`src/design/ptbs_pkg.sv`:
```
// ----------------------------------------------------------------------------
// Pulse timing bit slicer package
// Shared constants and the command and status types that link the controller
// and the datapath.
// ----------------------------------------------------------------------------
package ptbs_pkg;

	// Capacity ceiling in bytes and symbol ceiling per pulse.
	localparam int MAX_CAP_BYTES         = 4096;
	localparam int MAX_SYMBOLS_PER_PULSE = 504;

	// Field widths.
	localparam int DUR_W    = 32;
	localparam int UNIT_W   = 16;
	localparam int CAP_W    = 13;
	localparam int CNT_W    = 16;
	localparam int INDEX_W  = 12;
	localparam int CFG_IX_W = 1;
	localparam int CFG_W    = 16;

	// The rounded dividend carries one bit more than the magnitude.
	localparam int DIVIDEND_W = DUR_W + 1;
	localparam int DIV_CNT_W  = $clog2(DIVIDEND_W + 1);
	localparam int SYM_W      = $clog2(MAX_SYMBOLS_PER_PULSE + 1);

	// Configuration register indexes.
	localparam logic [CFG_IX_W-1:0] REG_UNIT_TIME = 1'b0;
	localparam logic [CFG_IX_W-1:0] REG_CAPACITY  = 1'b1;

	// Controller states.
	typedef enum logic [1:0] {
		ST_IDLE,
		ST_DIVIDE,
		ST_FILL,
		ST_CLOSE
	} state_t;

	// Commands from the controller to the datapath.
	typedef struct packed {
		logic accept;
		logic div_step;
		logic sym_load;
		logic fill_step;
		logic close_step;
	} cmd_t;

	// Status from the datapath to the controller.
	typedef struct packed {
		logic mag_zero;
		logic div_done;
		logic fill_done;
		logic byte_full;
		logic out_free;
		logic frame_end;
	} status_t;

endpackage

```
`src/design/ptbs_div.sv`:
```
// ----------------------------------------------------------------------------
// Serial divider
// Restoring division, one quotient bit per step, for the symbol rounding.
// ----------------------------------------------------------------------------
module ptbs_div (
	input  logic                              clk,
	input  logic                              arst_n,
	input  logic                              start,
	input  logic                              step,
	input  logic [ptbs_pkg::DIVIDEND_W-1:0]   dividend,
	input  logic [ptbs_pkg::UNIT_W-1:0]       divisor,
	output logic                              done,
	output logic [ptbs_pkg::DIVIDEND_W-1:0]   quotient
);
	import ptbs_pkg::*;

	logic [DIVIDEND_W-1:0] quo_q;
	logic [UNIT_W-1:0]     rem_q;
	logic [UNIT_W-1:0]     dvs_q;
	logic [DIV_CNT_W-1:0]  cnt_q;
	logic [UNIT_W:0]       trial;
	logic                  fits;

	// Bring down the next dividend bit and try a subtraction.
	assign trial = {rem_q, quo_q[DIVIDEND_W-1]};
	assign fits  = trial >= {1'b0, dvs_q};

	always_ff @(posedge clk or negedge arst_n) begin
		if (!arst_n) begin
			cnt_q <= '0;
		end else if (start) begin
			cnt_q <= DIV_CNT_W'(DIVIDEND_W);
		end else if (step && cnt_q != '0) begin
			cnt_q <= cnt_q - 1'b1;
		end
	end

	always_ff @(posedge clk) begin
		if (start) begin
			quo_q <= dividend;
			rem_q <= '0;
			dvs_q <= divisor;
		end else if (step && cnt_q != '0) begin
			quo_q <= {quo_q[DIVIDEND_W-2:0], fits};
			rem_q <= fits ? UNIT_W'(trial - {1'b0, dvs_q}) : trial[UNIT_W-1:0];
		end
	end

	assign done     = cnt_q == '0;
	assign quotient = quo_q;

endmodule

```
`src/design/ptbs_dp.sv`:
```
// ----------------------------------------------------------------------------
// Pulse slicer datapath
// Configuration, magnitude rounding, bit packing and the result register.
// ----------------------------------------------------------------------------
module ptbs_dp (
	input  logic                              clk,
	input  logic                              arst_n,
	input  logic                              cfg_write,
	input  logic [ptbs_pkg::CFG_IX_W-1:0]     cfg_index,
	input  logic [ptbs_pkg::CFG_W-1:0]        cfg_data,
	input  logic signed [ptbs_pkg::DUR_W-1:0] duration,
	input  logic                              frame_end,
	input  ptbs_pkg::cmd_t                    cmd,
	output ptbs_pkg::status_t                 status,
	input  logic                              out_ready,
	output logic                              out_valid,
	output logic [7:0]                        out_byte,
	output logic [ptbs_pkg::INDEX_W-1:0]      byte_index,
	output logic [ptbs_pkg::CNT_W-1:0]        bit_total,
	output logic                              capacity_full,
	output logic                              frame_done,
	output logic                              run_last
);
	import ptbs_pkg::*;

	logic [UNIT_W-1:0]     unit_time_q;
	logic [CAP_W-1:0]      capacity_q;
	logic [CNT_W-1:0]      bit_count_q;
	logic [7:0]            partial_q;
	logic [SYM_W-1:0]      sym_rem_q;
	logic                  high_q;
	logic                  mag_zero_q;
	logic                  frame_end_q;

	logic                  out_valid_q;
	logic [7:0]            out_byte_q;
	logic [INDEX_W-1:0]    byte_index_q;
	logic [CNT_W-1:0]      bit_total_q;
	logic                  capacity_full_q;
	logic                  frame_done_q;
	logic                  run_last_q;

	logic [DUR_W-1:0]      mag;
	logic [UNIT_W-1:0]     unit_eff;
	logic [DIVIDEND_W-1:0] dividend;
	logic                  div_done;
	logic [DIVIDEND_W-1:0] quotient;
	logic [SYM_W-1:0]      sym_count;

	logic [CAP_W-1:0]      cap_sat;
	logic [CNT_W-1:0]      limit;
	logic                  at_limit;
	logic [CNT_W-1:0]      space;
	logic [3:0]            space_clip;
	logic [3:0]            sym_clip;
	logic [2:0]            pos;
	logic [3:0]            room;
	logic [3:0]            take;
	logic [3:0]            end_pos;
	logic [7:0]            mask;
	logic [7:0]            new_byte;
	logic [CNT_W-1:0]      after;
	logic [SYM_W-1:0]      sym_after;
	logic                  partial_any;
	logic                  out_load;
	logic                  out_free;

	// Configuration registers.
	always_ff @(posedge clk or negedge arst_n) begin
		if (!arst_n) begin
			unit_time_q <= UNIT_W'(100);
			capacity_q  <= CAP_W'(4096);
		end else if (cfg_write) begin
			case (cfg_index)
				REG_UNIT_TIME: unit_time_q <= cfg_data[UNIT_W-1:0];
				REG_CAPACITY:  capacity_q  <= cfg_data[CAP_W-1:0];
				default:       ;
			endcase
		end
	end

	// Magnitude and rounded dividend: (|d| + unit/2) / unit, unit of zero read as one.
	assign mag      = duration[DUR_W-1] ? DUR_W'(~duration + 1'b1) : DUR_W'(duration);
	assign unit_eff = (unit_time_q == '0) ? UNIT_W'(1) : unit_time_q;
	assign dividend = {1'b0, mag} + DIVIDEND_W'(unit_eff >> 1);

	ptbs_div u_div (
		.clk      (clk),
		.arst_n   (arst_n),
		.start    (cmd.accept),
		.step     (cmd.div_step),
		.dividend (dividend),
		.divisor  (unit_eff),
		.done     (div_done),
		.quotient (quotient)
	);

	always_comb begin
		if (quotient > DIVIDEND_W'(MAX_SYMBOLS_PER_PULSE)) begin
			sym_count = SYM_W'(MAX_SYMBOLS_PER_PULSE);
		end else if (quotient == '0) begin
			sym_count = SYM_W'(1);
		end else begin
			sym_count = quotient[SYM_W-1:0];
		end
	end

	// Bit limit of the frame.
	assign cap_sat  = (32'(capacity_q) > 32'(MAX_CAP_BYTES)) ? CAP_W'(MAX_CAP_BYTES)
	                                                          : capacity_q;
	assign limit    = {cap_sat, 3'b000};
	assign at_limit = bit_count_q >= limit;

	// One packing step writes up to the next byte boundary.
	assign space      = limit - bit_count_q;
	assign space_clip = at_limit ? 4'd0 : ((space > CNT_W'(8)) ? 4'd8 : space[3:0]);
	assign sym_clip   = (sym_rem_q > SYM_W'(8)) ? 4'd8 : sym_rem_q[3:0];
	assign pos        = bit_count_q[2:0];
	assign room       = 4'd8 - {1'b0, pos};

	always_comb begin
		take = room;
		if (sym_clip < take) begin
			take = sym_clip;
		end
		if (space_clip < take) begin
			take = space_clip;
		end
	end

	assign end_pos   = {1'b0, pos} + take;
	assign mask      = (8'hFF >> pos) & ~(8'hFF >> end_pos);
	assign new_byte  = partial_q | (high_q ? mask : 8'h00);
	assign after     = bit_count_q + CNT_W'(take);
	assign sym_after = sym_rem_q - SYM_W'(take);
	assign partial_any = pos != 3'd0;

	// Frame state.
	always_ff @(posedge clk or negedge arst_n) begin
		if (!arst_n) begin
			bit_count_q <= '0;
			partial_q   <= '0;
		end else if (cmd.fill_step) begin
			bit_count_q <= after;
			partial_q   <= (end_pos == 4'd8) ? 8'h00 : new_byte;
		end else if (cmd.close_step) begin
			bit_count_q <= '0;
			partial_q   <= '0;
		end
	end

	always_ff @(posedge clk) begin
		if (cmd.accept) begin
			high_q      <= !duration[DUR_W-1] && duration != '0;
			mag_zero_q  <= duration == '0;
			frame_end_q <= frame_end;
		end
		if (cmd.sym_load) begin
			sym_rem_q <= sym_count;
		end else if (cmd.fill_step) begin
			sym_rem_q <= sym_after;
		end
	end

	// Result register.
	assign out_free = !out_valid_q || out_ready;
	assign out_load = (cmd.fill_step && end_pos == 4'd8) || cmd.close_step;

	always_ff @(posedge clk or negedge arst_n) begin
		if (!arst_n) begin
			out_valid_q <= 1'b0;
		end else if (out_load) begin
			out_valid_q <= 1'b1;
		end else if (out_ready) begin
			out_valid_q <= 1'b0;
		end
	end

	// A full byte of a request without a frame end is its last result when fewer
	// than eight symbols remain or the limit is reached, as no further byte can fill.
	always_ff @(posedge clk) begin
		if (cmd.close_step) begin
			out_byte_q      <= partial_any ? partial_q : 8'h00;
			byte_index_q    <= partial_any ? bit_count_q[INDEX_W+2:3] : '0;
			bit_total_q     <= bit_count_q;
			capacity_full_q <= at_limit;
			frame_done_q    <= 1'b1;
			run_last_q      <= 1'b1;
		end else if (out_load) begin
			out_byte_q      <= new_byte;
			byte_index_q    <= after[INDEX_W+2:3] - 1'b1;
			bit_total_q     <= after;
			capacity_full_q <= after >= limit;
			frame_done_q    <= 1'b0;
			run_last_q      <= !frame_end_q && (sym_after < SYM_W'(8) || after >= limit);
		end
	end

	// The full byte's index is (after - 1) / 8, and after is a multiple of eight there.

	assign status.mag_zero  = mag_zero_q;
	assign status.div_done  = div_done;
	assign status.fill_done = (sym_rem_q == '0) || at_limit;
	assign status.byte_full = end_pos == 4'd8;
	assign status.out_free  = out_free;
	assign status.frame_end = frame_end_q;

	assign out_valid     = out_valid_q;
	assign out_byte      = out_byte_q;
	assign byte_index    = byte_index_q;
	assign bit_total     = bit_total_q;
	assign capacity_full = capacity_full_q;
	assign frame_done    = frame_done_q;
	assign run_last      = run_last_q;

endmodule

```
`src/design/ptbs_ctrl.sv`:
```
// ----------------------------------------------------------------------------
// Pulse slicer controller
// Sequences acceptance, division, byte packing and the frame close.
// ----------------------------------------------------------------------------
module ptbs_ctrl (
	input  logic                clk,
	input  logic                arst_n,
	input  logic                in_valid,
	output logic                in_ready,
	input  ptbs_pkg::status_t   status,
	output ptbs_pkg::cmd_t      cmd
);
	import ptbs_pkg::*;

	state_t state_q;
	state_t state_next;

	always_ff @(posedge clk or negedge arst_n) begin
		if (!arst_n) begin
			state_q <= ST_IDLE;
		end else begin
			state_q <= state_next;
		end
	end

	always_comb begin
		state_next = state_q;
		case (state_q)
			ST_IDLE: begin
				if (in_valid) begin
					state_next = ST_DIVIDE;
				end
			end
			ST_DIVIDE: begin
				if (status.mag_zero) begin
					state_next = ST_CLOSE;
				end else if (status.div_done) begin
					state_next = ST_FILL;
				end
			end
			ST_FILL: begin
				if (status.fill_done) begin
					state_next = ST_CLOSE;
				end
			end
			ST_CLOSE: begin
				if (!status.frame_end || status.out_free) begin
					state_next = ST_IDLE;
				end
			end
			default: state_next = ST_IDLE;
		endcase
	end

	always_comb begin
		cmd      = '0;
		in_ready = 1'b0;
		case (state_q)
			ST_IDLE: begin
				in_ready   = 1'b1;
				cmd.accept = in_valid;
			end
			ST_DIVIDE: begin
				cmd.div_step = !status.mag_zero && !status.div_done;
				cmd.sym_load = !status.mag_zero && status.div_done;
			end
			ST_FILL: begin
				cmd.fill_step = !status.fill_done && (!status.byte_full || status.out_free);
			end
			ST_CLOSE: begin
				cmd.close_step = status.frame_end && status.out_free;
			end
			default: ;
		endcase
	end

endmodule

```
`src/design/pulse_timing_bit_slicer_core.sv`:
```
// ----------------------------------------------------------------------------
// Pulse timing bit slicer core
// Turns signed pulse durations into MSB-first packed level bytes per frame.
// ----------------------------------------------------------------------------
// One request is taken at a time. A non-zero duration is accepted, then
// stepped through the serial divider that rounds the magnitude to whole
// symbol units (one quotient bit per cycle over a 33-bit dividend), then
// packed in steps, each of which writes the bits up to the next byte
// boundary, and ends in a closing state. A zero duration skips the divider
// and the packing. Packing stalls while a finished byte waits in the
// result register, so a slow consumer holds the request up. There is no
// clearing pass after reset.
module pulse_timing_bit_slicer_core (
	input  logic                              clk,
	input  logic                              arst_n,
	// Configuration write port: index 0 is the unit time, index 1 the capacity.
	input  logic                              cfg_write,
	input  logic [ptbs_pkg::CFG_IX_W-1:0]     cfg_index,
	input  logic [ptbs_pkg::CFG_W-1:0]        cfg_data,
	// Input requests.
	input  logic                              in_valid,
	output logic                              in_ready,
	input  logic signed [ptbs_pkg::DUR_W-1:0] duration,
	input  logic                              frame_end,
	// Result requests.
	output logic                              out_valid,
	input  logic                              out_ready,
	output logic [7:0]                        out_byte,
	output logic [ptbs_pkg::INDEX_W-1:0]      byte_index,
	output logic [ptbs_pkg::CNT_W-1:0]        bit_total,
	output logic                              capacity_full,
	output logic                              frame_done,
	output logic                              run_last
);
	import ptbs_pkg::*;

	cmd_t    cmd;
	status_t status;

	// The controller decides what happens each cycle; the datapath holds
	// every value, including the single result register that lets the next
	// request in while a finished result is still waiting to be taken.
	ptbs_ctrl u_ctrl (
		.clk      (clk),
		.arst_n   (arst_n),
		.in_valid (in_valid),
		.in_ready (in_ready),
		.status   (status),
		.cmd      (cmd)
	);

	ptbs_dp u_dp (
		.clk           (clk),
		.arst_n        (arst_n),
		.cfg_write     (cfg_write),
		.cfg_index     (cfg_index),
		.cfg_data      (cfg_data),
		.duration      (duration),
		.frame_end     (frame_end),
		.cmd           (cmd),
		.status        (status),
		.out_ready     (out_ready),
		.out_valid     (out_valid),
		.out_byte      (out_byte),
		.byte_index    (byte_index),
		.bit_total     (bit_total),
		.capacity_full (capacity_full),
		.frame_done    (frame_done),
		.run_last      (run_last)
	);

endmodule

```
`config.mk`:
```
export PLATFORM = sky130hd
export DESIGN_NAME = pulse_timing_bit_slicer_core
export DESIGN_NICKNAME = d
export VERILOG_FILES = /design/src/design/ptbs_pkg.sv /design/src/design/ptbs_div.sv /design/src/design/ptbs_dp.sv /design/src/design/ptbs_ctrl.sv /design/src/design/pulse_timing_bit_slicer_core.sv
export SDC_FILE = /design/constraint.sdc
export NUM_CORES = 1
export LEC_CHECK = 0
export BUFFER_PORTS_ARGS = -buffer_cell sky130_fd_sc_hd__buf_2
export CAP_MARGIN = 10
export CORE_ASPECT_RATIO = 1.5
export CORE_MARGIN = 1.5
export CORE_UTILIZATION = 30
export DETAILED_ROUTE_END_ITERATION = 16
export GPL_TIMING_DRIVEN = 0
export PLACE_DENSITY_LB_ADDON = 0.1
export SLEW_MARGIN = 15
export SYNTH_ARGS = -nofsm -noshare
export SYNTH_HDL_FRONTEND = slang
export SYNTH_SLANG_ARGS = --single-unit
```
`constraint.sdc`:
```
create_clock -name clk -period 23.3 [get_ports clk]
set_input_delay 2.33 -clock clk [delete_from_list [all_inputs] [get_ports clk]]
set_output_delay 2.33 -clock clk [all_outputs]
set_load 0.05 [all_outputs]
```
# == After elaboration in Yosys (flattened, before gate mapping) ==
# Index checks and enable logic that the tools add are counted.
# Widths: inputs -> output; s select.
# word_totals
mem_bits_ro,0
latchBits,0
elab_cells,140
mem_bits_rw,0
register_bits,178
output_inout_bits,41
mem_count,0
# classes
multipliers,0
muxes,46
order_cmp,10
add_sub_neg,10
reduce_logical,38
n_div,0
shifts,2
n_eq_ne,8
bitwise,5
# op_table
op,count
$mux 16,6
$mux 33,2
$mux 8,7
$mux 12,3
$mux 9,4
$add 32x15->33,1
$gt 33x9->1 const B,1
$logic_not 33->1,1
$add 32x1->32 const B,1
$ge 16x16->1,2
$logic_not 32->1,1
$mux 32,1
$not 32->32,1
$reduce_bool 32->1,1
$sub 16x16->16,2
$mux 4,5
$ge 17x16->1,1
$add 16x4->16,1
$gt 16x4->1 const B,1
$logic_not 16->1,1
$gt 13x13->1 const B,1
$mux 13,1
$mux 2,6
$mux 6,2
other kinds (33),66

# == Depth between registers and ports, before layout ==
# logic_depth
ltp_word,18
mapped_depth,38

# == By module ==
# A second synthesis with hierarchy kept.
# unflattened
hier_cells,1438
area_unflattened_um2,13319.0
# by_module_without_submodules
module,cells_per_inst,instances,seq_area_each_um2,area_each_um2
ptbs_dp,1053,1,2867.8,9137.5
ptbs_div,361,1,1941.9,3955.0
ptbs_ctrl,24,1,50.0,226.5

# == Least setup slack after synthesis ==
# OpenSTA, ideal clock, no wires.
# synth_path
kind,reg-to-reg
start,register u_dp.capacity_q[12]
end,"register u_dp.capacity_full_q, in the netlist u_dp.capacity_full, data pin"
arrival_time_ps,7680
slack_ps,15367
synth_period_minus_slack_ps,7933
stages_incl_launch_ff,38
cell_sequence,dfstp_2 > inv_1 > clkbuf_1 > nand2_1 > inv_1 > ha_1 > clkbuf_1 > a21o_1 > a2111oi_0 > a311o_1 > o22ai_1 > nor4b_2 > nor3b_2 > or3b_2 > clkbuf_1 > nor2_1 > ha_1 > o211ai_1 > [... 2 more ...] > o21ai_0 > o21ai_0 > ha_1 > inv_1 > fa_1 > nor2b_1 > o21ai_0 > a2111o_1 > nor3_1 > nand3_1 > or3_1 > xnor2_1 > ha_1 > o21ai_0 > a31oi_1 > or2_2 > nor2_1 > nor2_1
# synth_via
elab_chain_len,12
word_cells_on_any_way,13
classes_between,2 x add/sub; 5 x order compare; 6 x mux
# synth_rtl
element,line_no,text
"start, declared",ptbs_dp.sv:27,logic [CAP_W-1:0] capacity_q;
"start signal, assigned",ptbs_dp.sv:76,REG_CAPACITY: capacity_q <= cfg_data[CAP_W-1:0];
$gt 13x13->1,ptbs_dp.sv:109,assign cap_sat = (32'(capacity_q) > 32'(MAX_CAP_BYTES)) ? CAP_W'(MAX_CAP_BYTES)
$mux 13 *,ptbs_dp.sv:109,
$sub 16x16->16,ptbs_dp.sv:115,assign space = limit - bit_count_q;
$gt 16x4->1,ptbs_dp.sv:116,assign space_clip = at_limit ? 4'd0 : ((space > CNT_W'(8)) ? 4'd8 : space[3:0]);
$mux 4 (2 in series),ptbs_dp.sv:116,
$lt 4x4->1,ptbs_dp.sv:126,if (space_clip < take) begin
$mux 4,ptbs_dp.sv:126,
$add 16x4->16,ptbs_dp.sv:134,assign after = bit_count_q + CNT_W'(take);
$ge 16x16->1,ptbs_dp.sv:193,capacity_full_q <= after >= limit;
$mux 1,ptbs_dp.sv:189,end else if (out_load) begin
$mux 1 *,ptbs_dp.sv:182,if (cmd.close_step) begin
"end signal, assigned",ptbs_dp.sv:186,capacity_full_q <= at_limit;
"end signal, assigned",ptbs_dp.sv:193,
"end, declared",ptbs_dp.sv:39,logic capacity_full_q;
# Every way passes the cells marked *; elsewhere a longest branch is shown, timed or not. The select of a mux whose other input is x is not followed.
# A chain may end at the register's enable or synchronous reset.

# == Worst setup path in the final report ==
# Ends and elaborated chain as after synthesis.

==> results.toml <==
[timing]
rsz0062_at_grt = "false"
setup_viol = 0
hold_ws_ps = 481
tightestPinTransition_ps = 1030
slew_viol_final = 0
setup_ws_ps = 13550
tns_ps = 0
fin_crit_sh = 0.419
period_needed_ps = 9750
timing.fmax_ghz = 0.103
finClkSkew_ps = 11.9
slew_headroom = 0.304
hold_viol_final = 0

[setup_path]
cp-end-kind = "flop"
crit_type = "reg2reg"
crit_fanout = 10
critPathLaunchType = "flop"
slowest_stage = "dfstp_2"
cp_common_cell = "ha_1"
max_stage_delay_ps = 600
required_ps = 23510
crit_arrival_ps = 9960

[yosys]
synth_ff_type = "edfxtp_1"
syn_nets = 1518
synth-simple-area-share = 0.174
async_flop_share = 0.348
ys_seq_area_frac = 0.384
synth_top_family_by_area = "compound AO/OA/AOI/OAI gates"
synth_seq_cells = 178
synth_xor_area_frac = 0.0796
syn_inst = 1375
synthDistinctLibCells = 93
synth_compound_area_frac = 0.188
synthAdderAreaFrac = 0.0895
ys_warn_count = 0
synth_edf_count = 98
synth_mux_area_frac = 0.0353
synth.avg_cell_area_sq_um = 9.20
netlist_area_sq_um = 12600

[clocking]
post_cts_buffers = 0
cts_tree = "built"
cts_hold_buf = 0
h-tree-depth = 4
clkSinkCount = 178
cts_max_path_buffers = 2
clock_latency_ps = 450
root_buffer = "clkbuf_16"
ctsResizeCount = 0
numCtsBuffers = 17
clk_pin_slew_worst_paths_ps = 70

[pwr]
p_sw_uw = 936
p_per_area_nw_per_um2 = 137
combPwrFrac = 0.568
seqPwrFrac = 0.287
p_int_uw = 1050
power_leakage_uw = 0.00575
ir_worst_vdd_v = 0.0000540
p_sw_frac = 0.471
pwr-share-clk = 0.145

[floorplanning]
die_w_microns = 171
die_y_microns = 254
rows = 91
start_util = 0.306
die-area_sq_um = 43400
core_area_sq_um = 41300
pin_count = 96

[route]
first_iter_violations = 433
routedWlPerCell_microns = 18.1
ant_nets = 0
wl_met1_mm = 15.0
vias_per_cell = 5.03
routed_wl_mm = 37.3
first_pass_iters = 5
wl_met3_microns = 843
drc = 0
highest_layer = "met4"
via_count = 10400
wl_met2_mm = 20.4

[finish]
fin_area_sq_um = 14400
diodes = 0
fillers = 4319
nNetsFinal = 1632
final_cell_mix = "nand2_1 (129), o21ai_0 (108), nor2_1 (106), edfxtp_1 (98), buf_2 (93)"
drive_gt1_frac = 0.138
final_common_cell = "nand2_1"
synthToLayoutAreaGrowth_pct = 14.3

[grt]
grt_pass1_vias = 10900
grt_usage = 0.178
grt_first_pass_wirelength_mm = 59.1
grt_start_max_net_pins = 34
antenna_found_initial = 0
overflow = 0

[placed_design]
place_area_sq_um = 13900
dp_slack_ps = 13570
dp_hpwl_mm = 30.0
numPortBuffers = 91
routabilityCongestion = 0.847

[run_status]
status = "finished, final reports clean"

[worst_hold_path]
hp-class = "reg2reg"

[flow_run]
drv_cap = 0
[synth_stat cells, drive strengths merged (7+ instances only)]
library cell	instances	area share
dfrtp	58	0.11
nor3b	8	0.0051
nand2	131	0.039
or3	15	0.0078
ha	84	0.083
dfxtp	18	0.028
nand3	20	0.0083
o31ai	14	0.0094
buf	13	0.0068
a31oi	7	0.0035
nor3	31	0.012
o41ai	16	0.013
a211oi	14	0.0083
nand2b	15	0.0074
a21boi	7	0.0042
a21oi	77	0.030
o311ai	8	0.0055
a21o	16	0.0095
o211ai	7	0.0042
nand4	14	0.0069
o22ai	13	0.0064
o21ai	113	0.045
xnor2	71	0.050
nor2	106	0.031
xor2	43	0.030
or2	12	0.0063
edfxtp	98	0.23
o21a	13	0.0077
nor2b	19	0.0094
mux2	29	0.026
mux2i	12	0.0095
clkbuf	56	0.017
and2	8	0.0040
o21bai	10	0.0059
nor4	27	0.014
inv	84	0.025
[power by group through the flow]
stage	Sequential, uW	Clock [uW]	Combinational (uW)
2_1_floorplan	668	0	734
3_3_place_gp	578	0	1120
3_5_place_dp	576	0	1140
4_1_cts	570	297	1140
5_1_grt	583	307	1260
6_report	569	288	1130
[stage by stage]
| stage | utilization | power [uW] | cells |
|---|---|---|---|
| after detailed placement | 0.336 | 1710 | 2028 |
| after global routing | 0.350 | 2150 | 2060 |
| after global placement | 0.334 | 1700 | 2024 |
| after CTS | 0.350 | 2010 | 2060 |
| after floorplan | - | 1400 | 1375 |
| final | 0.350 | 1990 | 2060 |
[per-layer routing]
metal / up-vias / track usage
met4: 0 / 0.0738
met2: 185 / 0.350
li1: 5210 / -
met1: 4915 / 0.188
met3: 57 / 0.0209
met5: - / 0
[flip-flops by register name, indices dropped and copies added (netlist names)]
register,flops
u_ctrl.state_q,2
u_dp.bit_count_q,16
u_dp.bit_total,16
u_dp.byte_index,12
u_dp.capacity_full,1
u_dp.capacity_q,13
u_dp.frame_done,1
u_dp.frame_end_q,1
u_dp.high_q,1
u_dp.mag_zero_q,1
u_dp.out_byte,8
u_dp.out_valid,1
u_dp.partial_q,8
u_dp.run_last,1
u_dp.sym_rem_q,9
u_dp.u_div.cnt_q,6
u_dp.u_div.dvs_q,16
u_dp.u_div.quotient,33
u_dp.u_div.rem_q,16
u_dp.unit_time_q,16
[final timing paths]
kind / cells after the start / end / slack (ps) / from
min in group asynchronous: 1 / u_dp.bit_count_q[11] / 1820 / arst_n
worst min-delay path: 1 / u_dp.frame_done / 480 / u_dp.frame_done
worst max-delay path: 36 / u_dp.capacity_full / 13550 / u_dp.capacity_q[12]
max in group asynchronous: 2 / u_dp.u_div.cnt_q[0] / 20900 / arst_n
worst min register to register: 1 / u_dp.frame_done / 480 / u_dp.frame_done
worst max register to register: 36 / u_dp.capacity_full / 13550 / u_dp.capacity_q[12]
[cells by family after synthesis]
family	Yosys count
multiplexers	41
AND/OR/NAND/NOR	438
AO/OA/AOI/OAI	362
adder cells (fa/ha/maj)	88
buffers and inverters	154
XOR/XNOR	114
flip-flops	178
[final cells by class]
class | count | area [sq um] | share of cell area
inverter | 85 | 319 | 0.0221
tap | 558 | 698 | 0.0483
buffer | 69 | 299 | 0.0207
clock inverter | 13 | 128 | 0.00883
timing repair buffer | 95 | 533 | 0.0369
clock buffer | 19 | 433 | 0.0300
sequential | 178 | 4860 | 0.336
multi-input combinational | 1043 | 7180 | 0.497
[worst max-delay path, delay by kind of cell, from the launching register on]
family	cells	cell delay [ps]
xor gates and xnor gates	1	320
DFF	1	600
and+or+nand+nor	14	3740
AOI/OAI and AO/OA	10	2630
buffers and inverters	6	790
adders and majority gates	5	1400
Note: power is estimated with default switching activity, not from simulation.
